[src/rtl/core/assert_macros.svh]
// assertion helpers for the rtl files; shot_feeder_sequencer includes them
`ifndef ASSERT_MACROS_SVH
`define ASSERT_MACROS_SVH

// same-cycle implication, checked on every rising clock edge out of reset
`define ASSERT_SAME(lbl, clk, rst_n, ante, cons, msg) \
	lbl: assert property (@(posedge clk) disable iff (!(rst_n)) (ante) |-> (cons)) \
		else $error(msg);

// next-cycle implication
`define ASSERT_NEXT(lbl, clk, rst_n, ante, cons, msg) \
	lbl: assert property (@(posedge clk) disable iff (!(rst_n)) (ante) |=> (cons)) \
		else $error(msg);

`endif

[src/rtl/core/sfs_pkg.sv]
`timescale 1ns / 1ps

package sfs_pkg;

	// field widths
	localparam int unsigned TrigW   = 10;
	localparam int unsigned FeedW   = 12;
	localparam int unsigned FricW   = 13;
	localparam int unsigned MsW     = 16;
	localparam int unsigned StickW  = 11;
	localparam int unsigned TimeW   = 32;
	localparam int unsigned SpeedW  = 13;
	localparam int unsigned CfgIdxW = 3;
	localparam int unsigned CfgW    = 16;
	localparam int unsigned InDataW  = 56;
	localparam int unsigned OutDataW = 32;

	// register indexes
	localparam logic [CfgIdxW-1:0] REG_TRIGGER_LOW     = 3'd0;
	localparam logic [CfgIdxW-1:0] REG_TRIGGER_HIGH    = 3'd1;
	localparam logic [CfgIdxW-1:0] REG_FEED_SPEED      = 3'd2;
	localparam logic [CfgIdxW-1:0] REG_FRICTION_SPEED  = 3'd3;
	localparam logic [CfgIdxW-1:0] REG_PUSH_HOLD_MS    = 3'd4;
	localparam logic [CfgIdxW-1:0] REG_RETRACT_WAIT_MS = 3'd5;

	// register reset values
	localparam logic [TrigW-1:0] TRIGGER_LOW_RST     = 10'd500;
	localparam logic [TrigW-1:0] TRIGGER_HIGH_RST    = 10'd660;
	localparam logic [FeedW-1:0] FEED_SPEED_RST      = 12'd300;
	localparam logic [FricW-1:0] FRICTION_SPEED_RST  = 13'd2000;
	localparam logic [MsW-1:0]   PUSH_HOLD_MS_RST    = 16'd100;
	localparam logic [MsW-1:0]   RETRACT_WAIT_MS_RST = 16'd100;

	// feed direction codes
	localparam logic [1:0] DIR_NONE = 2'd0;
	localparam logic [1:0] DIR_POS  = 2'd1;
	localparam logic [1:0] DIR_NEG  = 2'd3;

	typedef enum logic [1:0] {
		PH_WAIT    = 2'd0,
		PH_PUSHING = 2'd1,
		PH_BACK    = 2'd2
	} phase_t;

endpackage

[src/rtl/core/shot_feeder_sequencer.sv]
`timescale 1ns / 1ps
// shot feeder sequencer: friction wheel level, feeder speed and pusher drive
// from one control tick per request
// input channel s_*: one control tick per request, shoot_mode in s_tuser,
//   sticks, projectile switch and millisecond time packed in s_tdata
// output channel m_*: exactly one result request per input request, in order
// config channel cfg_*: register index and data, always ready; write only
//   while no tick is in flight
// path: input accept loads the input register, then the result register loads
//   from it through the single combinational pass between the two registers;
//   throughput one request per cycle while the receiver keeps taking results
// the sequence state updates in the same cycle the result register loads
// when the receiver stalls, the result register holds and the input
//   register keeps at most one more request; s_tready drops once both are full
// reset clears the sequence to wait, drops both valids and loads the
//   register defaults; no clearing pass is needed
module shot_feeder_sequencer (
	input  logic                           clk,
	input  logic                           arst_n,
	// slave side
	input  logic                           s_tvalid,
	output logic                           s_tready,
	input  logic [sfs_pkg::InDataW-1:0]    s_tdata,  // burst_stick, single_stick,
	                                                 // projectile_present, time_ms, pad
	input  logic                           s_tuser,  // shoot_mode
	// master side
	output logic                           m_tvalid,
	input  logic                           m_tready,
	output logic [sfs_pkg::OutDataW-1:0]   m_tdata,  // friction_level, feeder_speed,
	                                                 // pusher_extend, sequence_state, pad
	// configuration writes
	input  logic                           cfg_valid,
	output logic                           cfg_ready,
	input  logic [sfs_pkg::CfgIdxW-1:0]    cfg_index,
	input  logic [sfs_pkg::CfgW-1:0]       cfg_data
);

	`include "assert_macros.svh"

	// configuration registers
	logic [sfs_pkg::TrigW-1:0] trig_low_q, trig_high_q;
	logic [sfs_pkg::FeedW-1:0] feed_speed_q;
	logic [sfs_pkg::FricW-1:0] friction_speed_q;
	logic [sfs_pkg::MsW-1:0]   push_hold_q, retract_wait_q;

	assign cfg_ready = 1'b1;

	always_ff @(posedge clk or negedge arst_n) begin
		if (!arst_n) begin
			trig_low_q       <= sfs_pkg::TRIGGER_LOW_RST;
			trig_high_q      <= sfs_pkg::TRIGGER_HIGH_RST;
			feed_speed_q     <= sfs_pkg::FEED_SPEED_RST;
			friction_speed_q <= sfs_pkg::FRICTION_SPEED_RST;
			push_hold_q      <= sfs_pkg::PUSH_HOLD_MS_RST;
			retract_wait_q   <= sfs_pkg::RETRACT_WAIT_MS_RST;
		end else if (cfg_valid) begin
			unique case (cfg_index)
				sfs_pkg::REG_TRIGGER_LOW:     trig_low_q       <= cfg_data[sfs_pkg::TrigW-1:0];
				sfs_pkg::REG_TRIGGER_HIGH:    trig_high_q      <= cfg_data[sfs_pkg::TrigW-1:0];
				sfs_pkg::REG_FEED_SPEED:      feed_speed_q     <= cfg_data[sfs_pkg::FeedW-1:0];
				sfs_pkg::REG_FRICTION_SPEED:  friction_speed_q <= cfg_data[sfs_pkg::FricW-1:0];
				sfs_pkg::REG_PUSH_HOLD_MS:    push_hold_q      <= cfg_data;
				sfs_pkg::REG_RETRACT_WAIT_MS: retract_wait_q   <= cfg_data;
				default: ;  // unknown index, write dropped
			endcase
		end
	end

	// input register
	logic                               s1_valid;
	logic                               s1_shoot;
	logic signed [sfs_pkg::StickW-1:0]  s1_burst, s1_single;
	logic                               s1_proj;
	logic [sfs_pkg::TimeW-1:0]          s1_time;
	logic                               advance;
	logic                               m_valid_q;

	// the stage moves when the result register is empty or being drained
	assign advance  = s1_valid && (!m_valid_q || m_tready);
	assign s_tready = !s1_valid || advance;

	always_ff @(posedge clk or negedge arst_n) begin
		if (!arst_n) begin
			s1_valid <= 1'b0;
		end else if (s_tready) begin
			s1_valid <= s_tvalid;
		end
	end

	always_ff @(posedge clk) begin
		if (s_tvalid && s_tready) begin
			s1_shoot  <= s_tuser;
			s1_burst  <= s_tdata[10:0];
			s1_single <= s_tdata[21:11];
			s1_proj   <= s_tdata[22];
			s1_time   <= s_tdata[54:23];
		end
	end

	// sequence state
	sfs_pkg::phase_t            phase_q, phase_d;
	logic [sfs_pkg::TimeW-1:0]  start_q, start_d;
	logic [1:0]                 dir_q, dir_d;
	logic                       supply_q, supply_d;
	logic                       prev_q, prev_d;
	logic                       pend_q, pend_d;

	// stick window: returns a direction code
	function automatic logic [1:0] window_dir(
		input logic signed [sfs_pkg::StickW-1:0] v,
		input logic [sfs_pkg::TrigW-1:0]         lo,
		input logic [sfs_pkg::TrigW-1:0]         hi
	);
		logic signed [sfs_pkg::StickW:0] vx, lo_s, hi_s;
		logic [1:0] r;
		vx   = {v[sfs_pkg::StickW-1], v};
		lo_s = signed'({2'b00, lo});
		hi_s = signed'({2'b00, hi});
		if (vx >= lo_s && vx <= hi_s) begin
			r = sfs_pkg::DIR_POS;
		end else if (vx <= -lo_s && vx >= -hi_s) begin
			r = sfs_pkg::DIR_NEG;
		end else begin
			r = sfs_pkg::DIR_NONE;
		end
		return r;
	endfunction

	logic [1:0]                        bd, sd;
	logic                              burst, single, rising, cmd, firing;
	logic [sfs_pkg::TimeW-1:0]         elapsed;
	logic signed [sfs_pkg::SpeedW-1:0] feed_pos, feed_val, feeder;
	logic [sfs_pkg::FricW-1:0]         friction;

	always_comb begin
		bd       = window_dir(s1_burst, trig_low_q, trig_high_q);
		sd       = window_dir(s1_single, trig_low_q, trig_high_q);
		burst    = bd != sfs_pkg::DIR_NONE;
		single   = sd != sfs_pkg::DIR_NONE;
		elapsed  = s1_time - start_q;
		feed_pos = signed'({1'b0, feed_speed_q});

		phase_d  = phase_q;
		start_d  = start_q;
		dir_d    = dir_q;
		supply_d = supply_q;
		prev_d   = prev_q;
		pend_d   = pend_q;
		friction = '0;
		feeder   = '0;
		rising   = 1'b0;
		cmd      = 1'b0;
		firing   = 1'b0;

		if (!s1_shoot) begin
			// leaving shoot mode clears everything
			phase_d  = sfs_pkg::PH_WAIT;
			start_d  = '0;
			dir_d    = sfs_pkg::DIR_NONE;
			supply_d = 1'b0;
			prev_d   = 1'b0;
			pend_d   = 1'b0;
		end else begin
			friction = friction_speed_q;
			if (burst) dir_d = bd;
			if (single) dir_d = sd;  // single stick wins
			rising = single && !prev_q;
			prev_d = single;
			if (rising) pend_d = 1'b1;
			cmd    = rising || burst;
			firing = cmd || pend_d;

			if (firing) begin
				supply_d = 1'b1;
			end else if (phase_q == sfs_pkg::PH_WAIT) begin
				supply_d = 1'b0;
			end
		end

		// feeder target for the updated direction
		if (dir_d == sfs_pkg::DIR_POS) begin
			feed_val = feed_pos;
		end else if (dir_d == sfs_pkg::DIR_NEG) begin
			feed_val = -feed_pos;
		end else begin
			feed_val = '0;
		end

		if (s1_shoot) begin
			if (!supply_d) begin
				phase_d = sfs_pkg::PH_WAIT;
				start_d = '0;
			end else begin
				unique case (phase_q)
					sfs_pkg::PH_WAIT: begin
						feeder = feed_val;
						if (s1_proj && firing) begin
							feeder  = '0;
							phase_d = sfs_pkg::PH_PUSHING;
							start_d = s1_time;
						end
					end
					sfs_pkg::PH_PUSHING: begin
						if (elapsed >= {16'd0, push_hold_q}) begin
							phase_d = sfs_pkg::PH_BACK;
							start_d = s1_time;
						end
					end
					sfs_pkg::PH_BACK: begin
						if (elapsed >= {16'd0, retract_wait_q}) begin
							phase_d = sfs_pkg::PH_WAIT;
							start_d = '0;
							feeder  = feed_val;
							if (!burst) pend_d = 1'b0;
							if (!cmd) supply_d = 1'b0;
						end
					end
					default: begin
						// unused encoding falls back to wait
						phase_d  = sfs_pkg::PH_WAIT;
						start_d  = '0;
						supply_d = 1'b0;
					end
				endcase
			end
		end
	end

	always_ff @(posedge clk or negedge arst_n) begin
		if (!arst_n) begin
			phase_q  <= sfs_pkg::PH_WAIT;
			start_q  <= '0;
			dir_q    <= sfs_pkg::DIR_NONE;
			supply_q <= 1'b0;
			prev_q   <= 1'b0;
			pend_q   <= 1'b0;
		end else if (advance) begin
			phase_q  <= phase_d;
			start_q  <= start_d;
			dir_q    <= dir_d;
			supply_q <= supply_d;
			prev_q   <= prev_d;
			pend_q   <= pend_d;
		end
	end

	// result register
	logic [sfs_pkg::OutDataW-1:0] m_data_q;

	always_ff @(posedge clk or negedge arst_n) begin
		if (!arst_n) begin
			m_valid_q <= 1'b0;
		end else if (advance) begin
			m_valid_q <= 1'b1;
		end else if (m_tready) begin
			m_valid_q <= 1'b0;
		end
	end

	always_ff @(posedge clk) begin
		if (advance) begin
			m_data_q <= {3'b000, phase_d, phase_d == sfs_pkg::PH_PUSHING, feeder, friction};
		end
	end

	assign m_tvalid = m_valid_q;
	assign m_tdata  = m_data_q;

	// checks
	`ASSERT_NEXT(a_state_holds_on_stall, clk, arst_n, m_valid_q && !m_tready,
		$stable(phase_q) && $stable(start_q) && $stable(supply_q),
		"sequence state moved while the result was stalled")
	`ASSERT_NEXT(a_input_kept_on_stall, clk, arst_n, s1_valid && !advance,
		s1_valid && $stable(s1_time),
		"input register lost a request")
	`ASSERT_NEXT(a_clear_outside_shoot, clk, arst_n, advance && !s1_shoot,
		phase_q == sfs_pkg::PH_WAIT && !supply_q && !pend_q && dir_q == sfs_pkg::DIR_NONE,
		"state not cleared outside shoot mode")
	`ASSERT_SAME(a_push_needs_projectile, clk, arst_n,
		advance && phase_q == sfs_pkg::PH_WAIT && phase_d == sfs_pkg::PH_PUSHING,
		s1_proj && s1_shoot,
		"pusher started without a projectile")

endmodule

[config.mk]
export PLATFORM = sky130hd
export DESIGN_NAME = shot_feeder_sequencer
export DESIGN_NICKNAME = d
export VERILOG_FILES = /design/src/rtl/core/sfs_pkg.sv /design/src/rtl/core/shot_feeder_sequencer.sv
export VERILOG_INCLUDE_DIRS = /design/src /design/src/rtl/core
export SDC_FILE = /design/constraint.sdc
export NUM_CORES = 1
export LEC_CHECK = 0
export BUFFER_PORTS_ARGS = -buffer_cell sky130_fd_sc_hd__buf_2
export CAP_MARGIN = 40
export CORE_MARGIN = 10
export CORE_UTILIZATION = 28
export CTS_CLUSTER_SIZE = 16
export DETAILED_ROUTE_END_ITERATION = 8
export GPL_ROUTABILITY_DRIVEN = 0
export PLACE_DENSITY_LB_ADDON = 0.05
export SLEW_MARGIN = 20
export SYNTH_ARGS = -nofsm -noshare
export SYNTH_HDL_FRONTEND = slang
export SYNTH_SLANG_ARGS = --single-unit
[constraint.sdc]
create_clock -name clk -period 9.4 [get_ports clk]
set_clock_uncertainty 0.2 [all_clocks]
set_input_delay 1.88 -clock clk [delete_from_list [all_inputs] [get_ports clk]]
set_output_delay 1.88 -clock clk [all_outputs]
set_load 0.02 [all_outputs]
==> impl_metrics.tcl <==
set metrics [dict create \
    status "finished, final reports clean" \
    hold_viol_final 0 \
    vias_per_cell 4.76 \
    vdd_drop_max_v 0.000146 \
    cts_tree "done" \
    wl_per_cell_um 18.2 \
    setup_slack_ns 4.03 \
    cts_resized 0 \
    p_switching_mw 1.18 \
    io-pin-count 116 \
    finalSetupViolations 0 \
    ys_async_sr_fraction_pct 58.1 \
    wl_met1_um 18300 \
    cts_hold_buffers 0 \
    maxSlewViolCount 0 \
    synth_enable_flop_cells 85 \
    synth.top_cell.area_share_pct 19.4 \
    combPwrFrac_pct 32.6 \
    ys_warn_count 0 \
    drive_above_1_share_pct 21.6 \
    ys_top_cells_by_area "edfxtp_1, dfrtp_1, ha_1" \
    area.growth.synth_to_final_pct 17.9 \
    synth.distinct_cells 95 \
    die_area_um2 56100 \
    dr.pass1.iters 7 \
    yosys.area.top_type "edfxtp_1" \
    cts_root_buf "clkbuf_16" \
    final-seq-area_um2 5540 \
    nets 1640 \
    cp-end-kind "flip-flop" \
    p_seq_share_pct 34.2 \
    antenna_found_initial 0 \
    totalWireLength_um 37400 \
    synth-seq-cells 203 \
    syn_area_per_cell_um2 10.1 \
    worstSkewPairLatency_ns 0.56 \
    cap_violations 0 \
    synthCells 1301 \
    dr_total_vias 9751 \
    post-place-ws_ns 3.96 \
    core_um2 46600 \
    start_util_pct 28.3 \
    grt_pass1_vias 10400 \
    relSlewSlack_pct 53.5 \
    grt_max_degree 57 \
    power_density_nw_per_um2 223 \
    arrival_ns 5.65 \
    grt_pass1_wl_um 60000 \
    wl_met2_um 17100 \
    drt_iter0_markers 433 \
    die_w_um 237 \
    met3_wirelength_um 1120 \
    worstMarginPinSlew_ns 0.687 \
    critPathKind "flip-flop to flip-flop" \
    io_buffers 110 \
    cp_max_fo 32 \
    fillers 4779 \
    rows 79 \
    htree_levels 1 \
    post-route-period-util_pct 57.1 \
    clock_sinks 203 \
    p_leak_nw 6.60 \
    ant_nets 0 \
    p_clk_share_pct 33.2 \
    tns_ns 0 \
    fmax_ghz 0.186 \
    swShare_pct 34.0 \
    rsz0062_at_grt "false" \
    die_h_um 237 \
    synth_flop_cell "dfrtp_1" \
    globalRouteOverflowTotal 0 \
    final.min_clock_period_ns 5.37 \
    worst_ep_required_time_ns 9.68 \
    post_cts_buffers 0 \
    syn-cell-area_um2 13200 \
    topRoutingLayerUsed "met4" \
    cts_buffers 28 \
    cts_buffer_depth 3 \
    hold_class "flip-flop to flip-flop" \
    grt_usage_pct 13.2 \
    ys_seq_area_share_pct 42.0 \
    drc 0 \
    p_int_mw 2.29 \
    multi_input_area_um2 6950 \
    dp_hpwl_um 28500 \
    startpoint_type "flip-flop" \
    clk_pin_slew_ns 0.06 \
]
-- sequential cells by signal, summed over array words and instances, names as in the netlist --
signal,count
start_q,32
trig_low_q,10
m_tvalid,1
trig_high_q,10
prev_q,1
friction_speed_q,13
m_tdata,29
s1_time,32
s1_shoot,1
s1_proj,1
feed_speed_q,12
retract_wait_q,16
s1_burst,11
phase_q,2
push_hold_q,16
s1_valid,1
dir_q,2
pend_q,1
s1_single,11
supply_q,1
-- power by group through the flow --
stage	sequential, mW	combinational [mW]	clock, mW
global placement	1.20	1.13	0
detailed placement	1.20	1.14	0
CTS	1.19	1.15	1.20
finish	1.18	1.13	1.15
global route	1.21	1.30	1.23
floorplan	1.19	0.822	0
-- final cells by class --
class | count | share of cell area [%]
diodes | 1 | 0.0161
clock buffers | 30 | 4.70
clock inverters | 22 | 1.76
inverters | 141 | 3.41
multi-input cells | 917 | 44.8
flip-flops and latches | 203 | 35.7
well taps | 607 | 4.89
repair buffers | 129 | 4.80
-- final timing paths --
kind	from	cells past startpoint	to	slack, ns
worst max-delay path	trig_low_q[1]	19	start_q[0]	4.03
min in group asynchronous	arst_n	1	start_q[3]	1.03
worst min register to register	dir_q[1]	2	dir_q[1]	0.28
worst min-delay path	dir_q[1]	2	dir_q[1]	0.28
worst max register to register	trig_low_q[1]	19	start_q[0]	4.03
max in group asynchronous	arst_n	3	trig_high_q[5]	6.27
-- per-stage QoR --
stage | cells | area, µm² | hold WS (ns) | util, % | total power, mW
after floorplan | 1303 | 13200 | 0.247 | - | 2.01
after global placement | 1989 | 14400 | 0.269 | 31.0 | 2.33
after detailed placement | 1994 | 14500 | 0.281 | 31.1 | 2.35
after CTS | 2046 | 15500 | 0.294 | 33.2 | 3.54
after global routing | 2049 | 15500 | 0.303 | 33.3 | 3.74
final | 2050 | 15500 | 0.284 | 33.3 | 3.47
-- critical path: stages (launching register included) --
cell	delay (ns)
dfrtp_1	0.41
inv_1	0.15
ha_1	0.23
nor2b_1	0.31
nand2_1	0.19
nor3_1	0.21
xnor2_1	0.13
ha_1	0.34
nand2_1	0.12
a221oi_1	0.25
nor2_1	0.12
a2111o_1	0.42
o22ai_1	0.13
a31o_1	0.26
a31oi_4	0.17
o211a_1	0.30
nor3_2	0.18
or4b_2	0.60
buf_4	0.30
o22ai_1	0.22
-- routing by layer --
| metal | up-vias | GRT usage [%] |
|---|---|---|
| met5 | - | 0 |
| met4 | 0 | 3.22 |
| met3 | 42 | 2.00 |
| met2 | 145 | 21.8 |
| met1 | 4619 | 17.7 |
| li1 | 4945 | - |
-- cell usage in the layout (no fill, tap or decap), types with 29 or more instances in the layout --
cell type	instances
mux2_2	43
clkbuf_16	29
a21oi_1	57
buf_2	110
inv_1	140
nor3_1	33
o21ai_0	81
ha_1	138
dfrtp_1	92
edfxtp_1	85
nor2_1	59
o22ai_2	30
nand2_1	126
-- logic make-up (layout without fill, tap and decap cells) --
| logic type | Yosys count | after routing | share of synthesized area [%] |
|---|---|---|---|
| compound gates | 327 | 327 | 18.0 |
| xor+xnor | 40 | 40 | 2.97 |
| fa+ha+maj | 140 | 140 | 13.3 |
| buf+inv | 183 | 322 | 5.63 |
| flops | 203 | 203 | 42.0 |
| mux | 46 | 46 | 3.91 |
| other cells | 2 | 5 | 0.0570 |
| simple gates | 360 | 360 | 14.0 |
-- Yosys cell counts, drive strengths merged, types with 5 or more instances --
master	number
inv	140
ha	138
nand2	126
dfrtp	92
o21ai	87
edfxtp	85
nor2	60
a21oi	57
mux2	44
nor3	37
o22ai	36
a21o	26
dfstp	26
o21a	26
xnor2	26
clkbuf	25
nand4	21
nand2b	19
and2	18
buf	17
a211oi	14
nand3	14
or3	14
xor2	11
nor2b	10
a2111oi	9
a31oi	7
nor4	7
or2	7
a221oi	6
o31ai	6
o211ai	5
o21bai	5
or4	5
Power figures use the tool's default switching activity.
